[src/hw/rtl/lrupr_pkg.sv]
// Package for the LRU page replacement block: controller states,
// controller-to-datapath command struct and fixed field widths.
// No dependencies.
package lrupr_pkg;

   // Fixed port widths
   localparam int unsigned CFG_W     = 4;
   localparam int unsigned PAGE_ID_W = 8;
   localparam int unsigned FAULT_W   = 16;

   // Reset and saturation values
   localparam logic [CFG_W-1:0]   FRAME_LIMIT_RST = 4'd8;
   localparam logic [FAULT_W-1:0] FAULT_MAX       = 16'hFFFF;

   // Controller states
   typedef enum logic [1:0] {
      ST_IDLE,
      ST_LOOKUP,
      ST_UPDATE
   } lrupr_state_type;

   // Commands from the controller to the datapath
   typedef struct packed {
      logic load;     // capture the referenced page
      logic lookup;   // compare all frames, register the match vector
      logic update;   // commit the stack, counters and result
   } lrupr_cmd_type;

endpackage

[src/hw/rtl/lrupr_ctrl.sv]
// Controller of the LRU page replacement block: sequences lookup and update.
// Depends on lrupr_pkg.
module lrupr_ctrl
   import lrupr_pkg::*;
(
   input  logic          clock,
   input  logic          reset,
   input  logic          start,
   output logic          busy,
   output lrupr_cmd_type cmd
);

   lrupr_state_type state_ff;
   lrupr_state_type state_in;

   // Next state: a new transfer may enter while the previous one commits
   always_comb begin
      unique case (state_ff)
         ST_IDLE:   state_in = start ? ST_LOOKUP : ST_IDLE;
         ST_LOOKUP: state_in = ST_UPDATE;
         ST_UPDATE: state_in = start ? ST_LOOKUP : ST_IDLE;
         default:   state_in = ST_IDLE;
      endcase
   end

   always_ff @(posedge clock) begin
      if (reset) begin
         state_ff <= ST_IDLE;
      end else begin
         state_ff <= state_in;
      end
   end

   // Outputs
   always_comb begin
      busy       = (state_ff == ST_LOOKUP);
      cmd.load   = start && (state_ff != ST_LOOKUP);
      cmd.lookup = (state_ff == ST_LOOKUP);
      cmd.update = (state_ff == ST_UPDATE);
   end

   // Lookup is always followed by an update
   assert property (@(posedge clock) disable iff (reset)
      state_ff == ST_LOOKUP |=> state_ff == ST_UPDATE)
      else $error("lookup not followed by update");

   // Every accepted transfer goes to lookup next
   assert property (@(posedge clock) disable iff (reset)
      cmd.load |=> state_ff == ST_LOOKUP)
      else $error("accepted transfer did not enter lookup");

   // Nothing is accepted while busy
   assert property (@(posedge clock) disable iff (reset)
      busy |-> !cmd.load)
      else $error("load issued while busy");

endmodule

[src/hw/rtl/lrupr_datapath.sv]
// Datapath of the LRU page replacement block: recency stack registers,
// parallel compare, shift/append update, counters and result registers.
// Depends on lrupr_pkg.
module lrupr_datapath
   import lrupr_pkg::*;
#(
   parameter int unsigned FRAMES    = 8,
   parameter int unsigned PAGE_BITS = 8
) (
   input  logic                 clock,
   input  logic                 reset,
   input  lrupr_cmd_type        cmd,
   input  logic [PAGE_ID_W-1:0] req_page_id,
   input  logic                 csr_wr_en,
   input  logic [CFG_W-1:0]     csr_wr_data,
   output logic                 rsp_valid,
   output logic                 rsp_was_hit,
   output logic                 rsp_evict_valid,
   output logic [PAGE_ID_W-1:0] rsp_evicted_page,
   output logic [FAULT_W-1:0]   rsp_fault_total
);

   // Stored page width: only the low bits that fit both the page and the port
   localparam int unsigned PW    = (PAGE_BITS < PAGE_ID_W) ? PAGE_BITS : PAGE_ID_W;
   localparam int unsigned OCC_W = $clog2(FRAMES + 1);
   localparam int unsigned CW    = (OCC_W > CFG_W) ? OCC_W : CFG_W;

   logic [PW-1:0]        stack_ff [FRAMES];
   logic [PW-1:0]        page_ff;
   logic [FRAMES-1:0]    match_ff;
   logic [FRAMES-1:0]    match_in;
   logic [OCC_W-1:0]     occ_ff;
   logic [OCC_W-1:0]     occ_in;
   logic [FAULT_W-1:0]   fault_ff;
   logic [FAULT_W-1:0]   fault_in;
   logic [CFG_W-1:0]     frame_limit_ff;

   logic                 rsp_valid_ff;
   logic                 rsp_was_hit_ff;
   logic                 rsp_evict_valid_ff;
   logic [PAGE_ID_W-1:0] rsp_evicted_page_ff;
   logic [FAULT_W-1:0]   rsp_fault_total_ff;

   logic [CW-1:0]        flim_ext;
   logic [CW-1:0]        lim;
   logic                 hit;
   logic                 evict;
   logic [OCC_W-1:0]     wr_pos;
   logic [FRAMES-1:0]    shift_en;
   logic                 shift_run;

   // Configuration register
   always_ff @(posedge clock) begin
      if (reset) begin
         frame_limit_ff <= FRAME_LIMIT_RST;
      end else if (csr_wr_en) begin
         frame_limit_ff <= csr_wr_data;
      end
   end

   // Capture the referenced page on transfer
   always_ff @(posedge clock) begin
      if (cmd.load) begin
         page_ff <= req_page_id[PW-1:0];
      end
   end

   // Compare every resident frame against the page
   always_comb begin
      for (int unsigned i = 0; i < FRAMES; i++) begin
         match_in[i] = (OCC_W'(i) < occ_ff) && (stack_ff[i] == page_ff);
      end
   end

   always_ff @(posedge clock) begin
      if (cmd.lookup) begin
         match_ff <= match_in;
      end
   end

   // Effective frame limit: zero acts as one, above FRAMES acts as FRAMES
   always_comb begin
      flim_ext = CW'(frame_limit_ff);
      if (flim_ext == '0) begin
         lim = CW'(1);
      end else if (flim_ext > CW'(FRAMES)) begin
         lim = CW'(FRAMES);
      end else begin
         lim = flim_ext;
      end
   end

   // Decide hit, eviction and where the page lands
   always_comb begin
      hit    = |match_ff;
      evict  = !hit && (occ_ff != '0) && (CW'(occ_ff) >= lim);
      wr_pos = (hit || evict) ? (occ_ff - OCC_W'(1)) : occ_ff;
      // Entries from the hit position (or all, on eviction) up to the
      // write position take their upper neighbor
      shift_run = evict;
      for (int unsigned i = 0; i < FRAMES; i++) begin
         shift_run   = shift_run | match_ff[i];
         shift_en[i] = shift_run && (OCC_W'(i) < wr_pos);
      end
   end

   // Recency stack: shift down, then write the page at the most-recent end
   for (genvar g = 0; g < FRAMES; g++) begin : g_entry
      logic [PW-1:0] upper;
      if (g + 1 < FRAMES) begin : g_mid
         assign upper = stack_ff[g+1];
      end else begin : g_top
         assign upper = stack_ff[g];
      end
      always_ff @(posedge clock) begin
         if (cmd.update) begin
            if (OCC_W'(g) == wr_pos) begin
               stack_ff[g] <= page_ff;
            end else if (shift_en[g]) begin
               stack_ff[g] <= upper;
            end
         end
      end
   end

   // Occupancy and saturating fault count
   always_comb begin
      occ_in   = (hit || evict) ? occ_ff : (occ_ff + OCC_W'(1));
      fault_in = (!hit && (fault_ff != FAULT_MAX)) ? (fault_ff + FAULT_W'(1)) : fault_ff;
   end

   always_ff @(posedge clock) begin
      if (reset) begin
         occ_ff   <= '0;
         fault_ff <= '0;
      end else if (cmd.update) begin
         occ_ff   <= occ_in;
         fault_ff <= fault_in;
      end
   end

   // Result registers: one-cycle strobe after the update
   always_ff @(posedge clock) begin
      if (reset) begin
         rsp_valid_ff <= 1'b0;
      end else begin
         rsp_valid_ff <= cmd.update;
      end
   end

   always_ff @(posedge clock) begin
      if (cmd.update) begin
         rsp_was_hit_ff      <= hit;
         rsp_evict_valid_ff  <= evict;
         rsp_evicted_page_ff <= evict ? PAGE_ID_W'(stack_ff[0]) : '0;
         rsp_fault_total_ff  <= fault_in;
      end
   end

   assign rsp_valid        = rsp_valid_ff;
   assign rsp_was_hit      = rsp_was_hit_ff;
   assign rsp_evict_valid  = rsp_evict_valid_ff;
   assign rsp_evicted_page = rsp_evicted_page_ff;
   assign rsp_fault_total  = rsp_fault_total_ff;

   // Resident pages are unique, so at most one frame matches
   assert property (@(posedge clock) disable iff (reset)
      cmd.update |-> $onehot0(match_ff))
      else $error("page resident in more than one frame");

   // Occupancy never exceeds the built frame count
   assert property (@(posedge clock) disable iff (reset)
      occ_ff <= OCC_W'(FRAMES))
      else $error("occupancy above frame count");

   // A hit leaves occupancy unchanged
   assert property (@(posedge clock) disable iff (reset)
      cmd.update && hit |=> $stable(occ_ff))
      else $error("occupancy changed on a hit");

   // An eviction is never reported together with a hit
   assert property (@(posedge clock) disable iff (reset)
      rsp_valid |-> !(rsp_was_hit && rsp_evict_valid))
      else $error("hit and eviction reported together");

endmodule

[src/hw/rtl/lru_page_replacement.sv]
// LRU page replacement, top level. The start transfer captures the page, the lookup
// state compares all frames, the update state commits the stack and a result register
// drives the strobe. A new reference may start in the update state of the previous one,
// not in its lookup, as the stack is compared, then shifted; busy is high in lookup only.
// The receiver cannot stall; each result is valid for exactly one cycle.
// Reset clears occupancy, the fault count and sets frame_limit to 8; stack needs none.
module lru_page_replacement
   import lrupr_pkg::*;
#(
   parameter int unsigned FRAMES    = 8,
   parameter int unsigned PAGE_BITS = 8
) (
   input  logic                 clock,
   input  logic                 reset,
   input  logic                 start,
   output logic                 busy,
   input  logic [PAGE_ID_W-1:0] req_page_id,
   input  logic                 csr_wr_en,
   input  logic [CFG_W-1:0]     csr_wr_data,
   output logic                 rsp_valid,
   output logic                 rsp_was_hit,
   output logic                 rsp_evict_valid,
   output logic [PAGE_ID_W-1:0] rsp_evicted_page,
   output logic [FAULT_W-1:0]   rsp_fault_total
);

   lrupr_cmd_type cmd;

   // Sequence lookup and update
   lrupr_ctrl u_ctrl (
      .clock (clock),
      .reset (reset),
      .start (start),
      .busy  (busy),
      .cmd   (cmd)
   );

   // Hold the stack, counters and results
   lrupr_datapath #(
      .FRAMES    (FRAMES),
      .PAGE_BITS (PAGE_BITS)
   ) u_datapath (
      .clock            (clock),
      .reset            (reset),
      .cmd              (cmd),
      .req_page_id      (req_page_id),
      .csr_wr_en        (csr_wr_en),
      .csr_wr_data      (csr_wr_data),
      .rsp_valid        (rsp_valid),
      .rsp_was_hit      (rsp_was_hit),
      .rsp_evict_valid  (rsp_evict_valid),
      .rsp_evicted_page (rsp_evicted_page),
      .rsp_fault_total  (rsp_fault_total)
   );

endmodule
[config.mk]
export PLATFORM = sky130hd
export DESIGN_NAME = lru_page_replacement
export DESIGN_NICKNAME = d
export VERILOG_FILES = /design/src/hw/rtl/lrupr_pkg.sv /design/src/hw/rtl/lrupr_ctrl.sv /design/src/hw/rtl/lrupr_datapath.sv /design/src/hw/rtl/lru_page_replacement.sv
export SDC_FILE = /design/constraint.sdc
export NUM_CORES = 1
export LEC_CHECK = 0
export ABC_AREA = 1
export BUFFER_PORTS_ARGS = -buffer_cell sky130_fd_sc_hd__clkbuf_2
export CAP_MARGIN = 20
export CORE_AREA = 2 2 133 135
export CTS_BUF_LIST = sky130_fd_sc_hd__clkbuf_8
export DETAILED_ROUTE_END_ITERATION = 8
export DIE_AREA = 0 0 135 137
export HOLD_SLACK_MARGIN = 0.08
export PLACE_DENSITY = 0.64
export SKIP_LAST_GASP = 1
export SYNTH_ARGS = -nofsm -noshare
export SYNTH_HDL_FRONTEND = slang
export SYNTH_SLANG_ARGS = --single-unit
[constraint.sdc]
create_clock -name clock -period 3.5 [get_ports clock]
set_input_delay 0.7 -clock clock [delete_from_list [all_inputs] [get_ports clock]]
set_output_delay 0.7 -clock clock [all_outputs]
set_load 0.1 [all_outputs]
==> metrics, run 1 <==
status=finished, final reports clean; first-pass GRT wire length=about 26 mm; synthesis-to-finish area growth=13.74%; Placed Cells=1,009; worst relative slew slack=a little under a third; max-cap viol count=0; Post-DP HPWL=between 10 and 15 mm; clk sinks=~130; uppermost layer routed=met4; met3 WL=~1.1 mm; Reg2Reg Setup Slack=around 380 ps; Die X=around 140 microns; number of global-route vias before repair=about 5.0k; worst hold path type=primary input to register; cell area after synthesis=approximately 6900 sq um; CTS Hold Bufs=0; n_diodes=0; CTS Buf Count=17; Avg Inst Size Synth=9.193 sq um; pwr/cell area=around 450 nW/um^2; Reg clk slew, reported paths=around 80 ps; commonest non-fill, non-tap cells in the layout=nand2_1, edfxtp_1, inv_1; metal2 WL=7.398 mm; core area=~17,000 sq um; Worst Hold Path EP=u_datapath.page_ff[0]$_DFFE_PP_; total power=around 3.5 mW; EDFF count, synth=approximately 110; wire length per cell=between 15 and 20 microns; Clock Path Buffers=2; Netlist cell types=39; Synth area leader=edfxtp_1; DRT Wirelength=between 15 and 20 mm; most common cell after layout, fill and taps aside=nand2_1; Die H=137 microns; Final Util=45.91%; critical path required time=~3600 ps; fmax=0.3201 GHz; mean number of vias per cell=between 5 and 6; r2r startpoint=u_datapath.flim_ext[0]$_SDFFE_PP0P_; total grt overflow=0; Worst Hold Path Cells=1; Synth warnings=0; # DRC=0; Max IR drop VDD=0.0003175 V; Post-synth ARST share=0%; nets@finish=just over 800; Slew @ Worst Pin=approximately 1000 ps; final worst path period need=3124 ps; layout cells sized above 1=15.67%; Critical Path Source Type=register; root buf cell=clkbuf_8; pre-CTS setup slack=256.8 ps; Setup violations, final=0; via count=roughly 5.3k; Initial Util=around 40%; ys flop type=edfxtp_1; worst-path maximum fanout=17; Mapped Cells=749; max-slew violations=0; syn nets=between 700 and 800; FF-to-FF End=u_datapath.stack_ff[1][22]$_DFFE_PP_; kind of end point of the critical path=register; post-route worst setup slack=~380 ps; Worst Path Arrival=between 3000 and 4000 ps; initial antenna violation count=0; LEAKAGE=~3.3 nW; Skew-Pair Late Insertion Delay=about 460 ps; unrepaired setup endpoints after global routing=false; critical path class=register to register; Hold Vio Cnt, Final=0; largest net degree at the start of global routing=30; total die area=about 18,000 sq um; Layout Skew=between 10 and 15 ps; hold path startpoint=req_page_id[0]; fin cells=between 1k and 1.5k; final setup TNS=0 ps; Routed Antenna Nets=0; Iter 0 DRT Violations=517; Placer Congestion=roughly 0.9; sequential-to-total area share from yosys stat=54.08%; FP Rows=between 40 and 50; Synth top area share=a little under half; synthesized flop and latch total=~130; ranking of synthesized cells by area=edfxtp_1, nand2_1, dfxtp_1; CTS tree=built; IO Pins=44; Final Cycle Share=roughly nine tenths; depth of the worst register-to-register path=16; M1 wire length=7.424 mm; IO buf count=43; drt pass-1 iters=5; H-Tree Level Count=4; overall global routing resource usage=between 10% and 20%
where the power goes:
group / total, mW / switching [mW] / internal [mW]
Clock: 1.38 / 0.610 / 0.768
Sequential: 1.79 / 0.0342 / 1.76
Combinational: 0.316 / 0.228 / 0.0883
state kept, by name, indices dropped and copies added (netlist names), 2 cells and up:
name and flops:
u_datapath.fault_ff 16, u_datapath.rsp_fault_total 16, u_ctrl.state_ff 2, u_datapath.stack_ff 64
u_datapath.page_ff 8, u_datapath.occ_ff 4, u_datapath.rsp_evicted_page 8, u_datapath.flim_ext 4
u_datapath.match_ff 8
worst max-delay path, cell delays in order, from the launching register on:
cell     delay, ps
dfxtp_1        330
nor3_1         220
o21ai_0        110
ha_1           310
nand2_1         70
nand2_1         40
nand2_1         50
nand3_1        120
nand2_4        230
nand2_4         90
nand2_2        110
nand2_2         70
nand2_4        120
nand2_8        100
nor2_4         230
nand2_4        130
o21ai_1        390
cell families (layout without fill, tap and decap cells):
kind of cell / after synthesis / after routing / share of synthesized area, %
AO/OA/AOI/OAI: 107 / 107 / 9.159
flip-flops: 133 / 133 / 54.08
AND/OR/NAND/NOR: 347 / 347 / 23.90
adder cells (fa/ha/maj): 8 / 8 / 1.454
buffers and inverters: 116 / 184 / 6.578
XOR/XNOR: 38 / 38 / 4.834
worst max-delay path by stage:
stage	slack, ps	from	end	cells past startpoint
final	380	u_datapath.flim_ext[0]$_SDFFE_PP0P_	u_datapath.stack_ff[1][22]$_DFFE_PP_	16
after global routing	100	u_datapath.flim_ext[0]$_SDFFE_PP0P_	u_datapath.stack_ff[0][31]$_DFFE_PP_	12
after CTS	230	u_datapath.flim_ext[0]$_SDFFE_PP0P_	u_datapath.stack_ff[0][4]$_DFFE_PP_	16
after detailed placement	260	u_datapath.flim_ext[0]$_SDFFE_PP0P_	u_datapath.stack_ff[0][7]$_DFFE_PP_	16
after global placement	330	u_datapath.flim_ext[0]$_SDFFE_PP0P_	u_datapath.stack_ff[0][6]$_DFFE_PP_	16
after floorplan	630	u_ctrl.state_ff[1]$_SDFF_PP0_	u_datapath.stack_ff[0][10]$_DFFE_PP_	6
cells in the mapped netlist, types with 4 or more instances:
cell type  instances
nand2_4            8
inv_1             83
edfxtp_1         106
nand4_1           20
nor2_1            55
nor2_4             4
xnor2_1            8
dfxtp_1           27
nor4_1             9
nand3_2            5
a21oi_1           22
o21ai_1            7
a211oi_1           4
nand3_1           54
xor2_1            30
clkbuf_1          11
a221oi_1          10
inv_2              6
o22ai_1           15
ha_1               8
o21ai_0           43
nand2_1          166
buf_2             11
nand2_2           10
nor3_1            11
cell type report:
cell class / instances / area, sq um
Clock inverter: 15 / 186.4
Tap cell: 225 / 281.5
Multi-Input combinational cell: 500 / 2720
Clock buffer: 17 / 234.0
Timing Repair Buffer: 60 / 340.3
Sequential cell: 133 / 3724
Inverter: 92 / 345.3
Fill cell: 1655 / 9225
through the flow:
stage	cell area (sq um)	hold WS [ps]
detailed placement	7402	438.0
global placement	7402	429.9
CTS	7823	396.1
global route	7831	392.6
finish	7831	419.6
floorplan	6885	420.6
metal layers:
metal	vias up	track usage (%)
li1	2673	-
met1	2467	25.33
met2	166	29.50
met3	26	4.370
met4	0	8.044
met5	-	0
what timing repair did:
| action | CTS | global route |
|---|---|---|
| setup buffers | 0 | 0 |
| endpoints found under the setup margin | 0 | 8 |
| gates resized for setup | 0 | 1 |
Power figures use the tool's default switching activity.
==> inputs of run 2 (changes only) <==
--- a/config.mk
+++ b/config.mk
@@ -14,6 +14,7 @@
 export DIE_AREA = 0 0 135 137
 export HOLD_SLACK_MARGIN = 0.08
 export PLACE_DENSITY = 0.64
+export SETUP_SLACK_MARGIN = 0.5
 export SKIP_LAST_GASP = 1
 export SYNTH_ARGS = -nofsm -noshare
 export SYNTH_HDL_FRONTEND = slang
==> run 2 against run 1 <==
  * Critical path type unchanged
  * Critical endpoint is now u_datapath.stack_ff[1][20]$_DFFE_PP_
  * Clock-buffer cell count did not move
  * Final cell count rose by 0.48%
  * Power rose by 0.46%
  * Clock power barely moved
  * Sequential share of layout area fell by 0.46 points
  * Utilization rose by 0.45 points
  * Flip-flop and latch count did not move
==> metrics, run 2 (synthesized netlist as in run 1, its figures left out) <==
status=finished, final reports clean; Placer Congestion=0.9063 (unchanged); unrepaired setup endpoints after global routing=true; most common cell after layout, fill and taps aside=nand2_1; Sequential Power Share=51.2% (-0.2 points); Die X=135 microns (unchanged); # DRC=0 (unchanged); Worst Hold Path Cells=1 (unchanged); initial antenna violation count=0 (unchanged); design area=7908 sq um (+0.97%); core area=17,060 sq um (unchanged); mean number of vias per cell=5.148 (+0.61%); Cell Area, Placed=7402 sq um (unchanged); switching pwr=0.8861 mW (+1.7%); pre-CTS setup slack=256.8 ps (unchanged); drt pass-1 iters=5 (unchanged); IO Pins=44 (unchanged); Skew-Pair Late Insertion Delay=460 ps (about the same); overall global routing resource usage=18.95% (+0.048 points); most flop-heavy register=u_datapath.stack_ff; Iter 0 DRT Violations=455 (-12%); max-slew violations=0 (unchanged); CTS Hold Bufs=0 (unchanged); Layout Skew=13.03 ps (-1.387 ps); n_diodes=0 (unchanged); post-route worst setup slack=692.4 ps (+316.0 ps); commonest non-fill, non-tap cells in the layout=nand2_1, edfxtp_1, inv_1; final setup TNS=0 ps (unchanged); total grt overflow=0 (unchanged); fmax=0.3562 GHz (+11%); CTS Buf Count=17 (unchanged); LEAKAGE=3.290 nW (+0.84%); max-cap viol count=0 (unchanged); combinational fraction of design power=9.1% (about the same); CTS tree=built; DRT Wirelength=16.51 mm (+1.1%); clk sinks=133 (unchanged); final worst path period need=2808 ps (-316.0 ps); Post-DP HPWL=11.77 mm (unchanged); Initial Util=40.37% (unchanged); total die area=18,500 sq um (unchanged); total power=3.502 mW (+0.46%); Clk pwr share=39.7% (+0.2 points); worst hold path type=primary input to register; layout cells sized above 1=16.67% (+1.0 points); largest net degree at the start of global routing=30 (unchanged); worst relative slew slack=41.86% (+10 points); depth of the worst register-to-register path=16 (unchanged); Reg2Reg Setup Slack=690 ps (+320 ps); first-pass GRT wire length=26.47 mm (+0.39%); pwr/cell area=442.9 nW/um^2 (-0.51%); nets@finish=833 (+0.60%); fin cells=1,047 (+0.48%); synthesis-to-finish area growth=14.85%; Critical Path Source Type=register; Setup violations, final=0 (unchanged); Hold Vio Cnt, Final=0 (unchanged); worst-path maximum fanout=9 (-8); kind of end point of the critical path=register; FP Rows=48 (unchanged); root buf cell=clkbuf_8; Routed Antenna Nets=0 (unchanged); Reg clk slew, reported paths=80 ps (about the same); internal cell power=2.616 mW (about the same); critical path class=register to register; Worst Path Arrival=2920 ps (-290 ps); Slew @ Worst Pin=872.1 ps (-143.9 ps); critical path required time=3610 ps (+20 ps); Clock Path Buffers=2 (unchanged); Final Util=46.36% (+0.45 points); Die H=137 microns (unchanged); Final Cycle Share=80.22% (-9.0 points); Placed Cells=1,009 (unchanged); H-Tree Level Count=4 (unchanged); fill count=1,650 (-0.30%); number of global-route vias before repair=5,014 (+0.18%); hold_ws=414.3 ps (-5.329 ps); Max IR drop VDD=0.0003183 V (+0.25%); wire length per cell=15.77 microns (+0.66%); via count=5,390 (+1.1%); max reg flops=64 (unchanged); IO buf count=43 (unchanged); switch share=25.30% (+0.30 points)
-- run 2: worst paths after layout --
kind	end	from
max reg2reg	u_datapath.stack_ff[1][20]$_DFFE_PP_	u_datapath.flim_ext[0]$_SDFFE_PP0P_
min reg2reg	u_ctrl.state_ff[1]$_SDFF_PP0_	u_ctrl.state_ff[1]$_SDFF_PP0_
max	u_datapath.stack_ff[1][20]$_DFFE_PP_	u_datapath.flim_ext[0]$_SDFFE_PP0P_
min	u_datapath.page_ff[0]$_DFFE_PP_	req_page_id[0]
-- run 2: critical path, cell delays in order, from the launching register on --
cell and delay, ps:
dfxtp_1 330, nor3_1 220, o21ai_0 110, ha_1 310
nand2_1 70, nand2_1 40, nand2_1 50, nand3_1 130
nand2_4 160, nand2_4 80, nand2_2 100, nand2_2 70
nand2_4 130, nand2_8 100, nor2_4 220, nand2_4 120
o21ai_2 190
-- run 2: routing by layer --
layer / part of all wire (%) / global-route usage (%) / vias up
met4: 2.9 / 8.102 / 0
met3: 6.2 / 4.074 / 37
met1: 46 / 25.57 / 2500
met5: 0 / 0 / -
met2: 45 / 29.58 / 170
li1: - / - / 2683
-- run 2: cell type report --
type,count,area (sq um),share of cell area [%]
well taps,225,281.5,3.560
multi-input cells,500,2756,34.86
inverters,92,345.3,4.367
clock inverters,15,186.4,2.358
clock buffers,17,234.0,2.959
repair buffers,65,380.4,4.810
flip-flops and latches,133,3724,47.09
-- run 2: repair_timing --
item                       in CTS  in global routing
resized for setup               6                  4
pin swaps                       0                  3
setup buffers                   0                  6
setup endpoints to repair      40                 70
gates cloned                    0                  0
-- run 2: power by group through the flow --
stage          Sequential (mW)  Clock, mW  Combinational (mW)
3_5_place_dp              1.83          0               0.315
4_1_cts                   1.79       1.40               0.317
3_3_place_gp              1.83          0               0.312
2_1_floorplan             1.86          0               0.187
5_1_grt                   1.80       1.47               0.355
6_report                  1.79       1.39               0.320
==> inputs of run 3 (changes only) <==
--- a/config.mk
+++ b/config.mk
@@ -13,7 +13,7 @@
 export DETAILED_ROUTE_END_ITERATION = 8
 export DIE_AREA = 0 0 135 137
 export HOLD_SLACK_MARGIN = 0.08
-export PLACE_DENSITY = 0.64
+export PLACE_DENSITY = 0.66
 export SETUP_SLACK_MARGIN = 0.5
 export SKIP_LAST_GASP = 1
 export SYNTH_ARGS = -nofsm -noshare
==> constraint.sdc (replaced) <==
create_clock -name clock -period 2.54 [get_ports clock]
set_input_delay 0.508 -clock clock [delete_from_list [all_inputs] [get_ports clock]]
set_output_delay 0.508 -clock clock [all_outputs]
set_load 0.1 [all_outputs]
==> run 3 against run 2 <==
  * Setup slack got worse by 680 ps
  * Flip-flop and latch count did not move
  * Global-route usage fell by 0.20 points
  * Wire length grew 2.1%
  * Hold slack got worse by 180 ps
  * Via count rose by 2.6%
  * Utilization rose by 3.8 points
  * Clock-buffer cell count stayed put
  * Final cell count is 3.2% higher
  * Non-clock buffer count is 33 higher
==> metrics, run 3 (synthesized netlist as in run 1, its figures left out) <==
status=finished, final reports clean; pwr/cell area=556.5 nW/um^2 (+26%); Setup violations, final=0 (unchanged); Hold Vio Cnt, Final=0 (unchanged); via count=5,529 (+2.6%); Crit-path slowest cell=dfxtp_2; CP bufs+invs=1 (+1); Max stage delay on crit path=340 ps (about the same); nets@finish=867 (+4.1%); total die area=18,500 sq um (unchanged); mean number of vias per cell=5.119 (-0.56%); H-Tree Level Count=4 (unchanged); most flop-heavy register=u_datapath.stack_ff; IO Pins=44 (unchanged); core area=17,060 sq um (unchanged); worst hold path type=primary input to register; Post-DP HPWL=11.83 mm (+0.51%); most common cell after layout, fill and taps aside=nand2_1; root buf cell=clkbuf_8; fill count=1,555 (-5.8%); overall global routing resource usage=18.74% (-0.20 points); commonest non-fill, non-tap cells in the layout=nand2_1, edfxtp_1, inv_1; critical path class=register to register; kind of end point of the critical path=register; total grt overflow=0 (unchanged); critical path required time=2680 ps (-930 ps); final worst path period need=2529 ps (-278.4 ps); Layout Skew=16.17 ps (+3.141 ps); Placer Congestion=0.8818 (-2.7%); first-pass GRT wire length=26.32 mm (-0.55%); CTS tree=built; max reg flops=64 (unchanged); initial antenna violation count=0 (unchanged); synthesis-to-finish area growth=24.15%; pre-CTS setup slack=-38.92 ps (-295.7 ps); worst relative slew slack=63.91% (+22 points); LEAKAGE=3.519 nW (+7.0%); # DRC=0 (unchanged); hold_ws=231.2 ps (-183.1 ps); Critical Path Source Type=register; Die H=137 microns (unchanged); Cell Chain, Critical Path=nor3_4 -> o21ai_2 -> ha_1 -> nand2_1 -> nand2_1 -> nand2_1 -> nand3_2 -> nand2_4 -> nand2_8 -> nand2_4 -> nand2_4 -> a21oi_4 -> buf_6 -> nand2_8 -> o21ai_4; IO buf count=43 (unchanged); Slew @ Worst Pin=540.7 ps (-331.4 ps); fmax=0.3954 GHz (+11%); DRT Wirelength=16.85 mm (+2.1%); FP Rows=48 (unchanged); worst-path maximum fanout=8 (-1); delay-heaviest family, CP=simple AND/OR/NAND/NOR gates; Cell Area, Placed=7711 sq um (+4.2%); Max IR drop VDD=0.0003843 V (+21%); max-cap viol count=0 (unchanged); number of global-route vias before repair=5,103 (+1.8%); CTS Buf Count=17 (unchanged); Skew-Pair Late Insertion Delay=450 ps (about the same); clk sinks=133 (unchanged); drt pass-1 iters=7 (+2); Placed Cells=1,029 (+2.0%); Final Cycle Share=99.58% (+19 points); largest net degree at the start of global routing=31 (+3.3%); Reg clk slew, reported paths=80 ps (about the same); Routed Antenna Nets=0 (unchanged); post-route worst setup slack=10.72 ps (-681.6 ps); Clock Path Buffers=2 (unchanged); design area=8548 sq um (+8.1%); Die X=135 microns (unchanged); wire length per cell=15.60 microns (-1.0%); fin cells=1,080 (+3.2%); layout cells sized above 1=25.03% (+8.4 points); Initial Util=40.37% (unchanged); Iter 0 DRT Violations=388 (-15%); unrepaired setup endpoints after global routing=true; Worst Path Arrival=2660 ps (-260 ps); n_diodes=0 (unchanged); max-slew violations=0 (unchanged)
## run 3: final timing paths
path / from / end / slack (ps) / cells after the start
setup / recovery: u_datapath.flim_ext[0]$_SDFFE_PP0P_ / u_datapath.stack_ff[1][9]$_DFFE_PP_ / 10 / 15
hold / removal: req_page_id[3] / u_datapath.page_ff[3]$_DFFE_PP_ / 230 / 1
setup reg to reg: u_datapath.flim_ext[0]$_SDFFE_PP0P_ / u_datapath.stack_ff[1][9]$_DFFE_PP_ / 10 / 15
hold reg to reg: u_ctrl.state_ff[1]$_SDFF_PP0_ / u_ctrl.state_ff[1]$_SDFF_PP0_ / 520 / 1
## run 3: stage by stage
stage	total power, mW	setup TNS (ps)	utilization (%)
final	4.757	0	50.12
after global routing	4.924	-2737	50.12
after CTS	4.765	0	49.06
after detailed placement	2.974	-417.8	45.21
after global placement	2.967	0	45.21
after floorplan	2.836	0	-
## run 3: repair_timing
action / CTS / global route
hold buffers: 0 / 0
cloned: 1 / 0
resized for setup: 43 / 32
pin swaps: 24 / 10
setup buffers: 11 / 8
setup endpoints to repair: 122 / 149
## run 3: worst reg2reg max path: stages (launching register included)
cell	delay, ps
dfxtp_2	340
nor3_4	200
o21ai_2	70
ha_1	280
nand2_1	60
nand2_1	40
nand2_1	60
nand3_2	90
nand2_4	140
nand2_8	90
nand2_4	70
nand2_4	80
a21oi_4	220
buf_6	160
nand2_8	60
o21ai_4	270
## run 3: metal layers
layer	vias to the layer above	part of all wire [%]	GRT usage, %
met1	2584	46	24.75
li1	2752	-	-
met5	-	0	0
met3	22	6.2	4.630
met4	0	1.6	6.250
met2	171	47	30.32
## run 3: cell type report
cell class                      instances  area, sq um  share of cell area (%)
Clock inverter                         14        162.7                   1.903
Timing Repair Buffer                   98        690.7                   8.080
Inverter                               92        364.1                   4.259
Clock buffer                           17        234.0                   2.737
Timing Repair inverter                  1        3.754                 0.04391
Sequential cell                       133         3727                   43.60
Multi-Input combinational cell        500         3084                   36.08
Tap cell                              225        281.5                   3.293
## run 3: where the power goes
| group | switching [mW] | internal, mW | leakage, nW |
|---|---|---|---|
| logic | 0.341 | 0.151 | 2.12 |
| registers | 0.0460 | 2.42 | 1.20 |
| clock network | 0.838 | 0.958 | 0.202 |
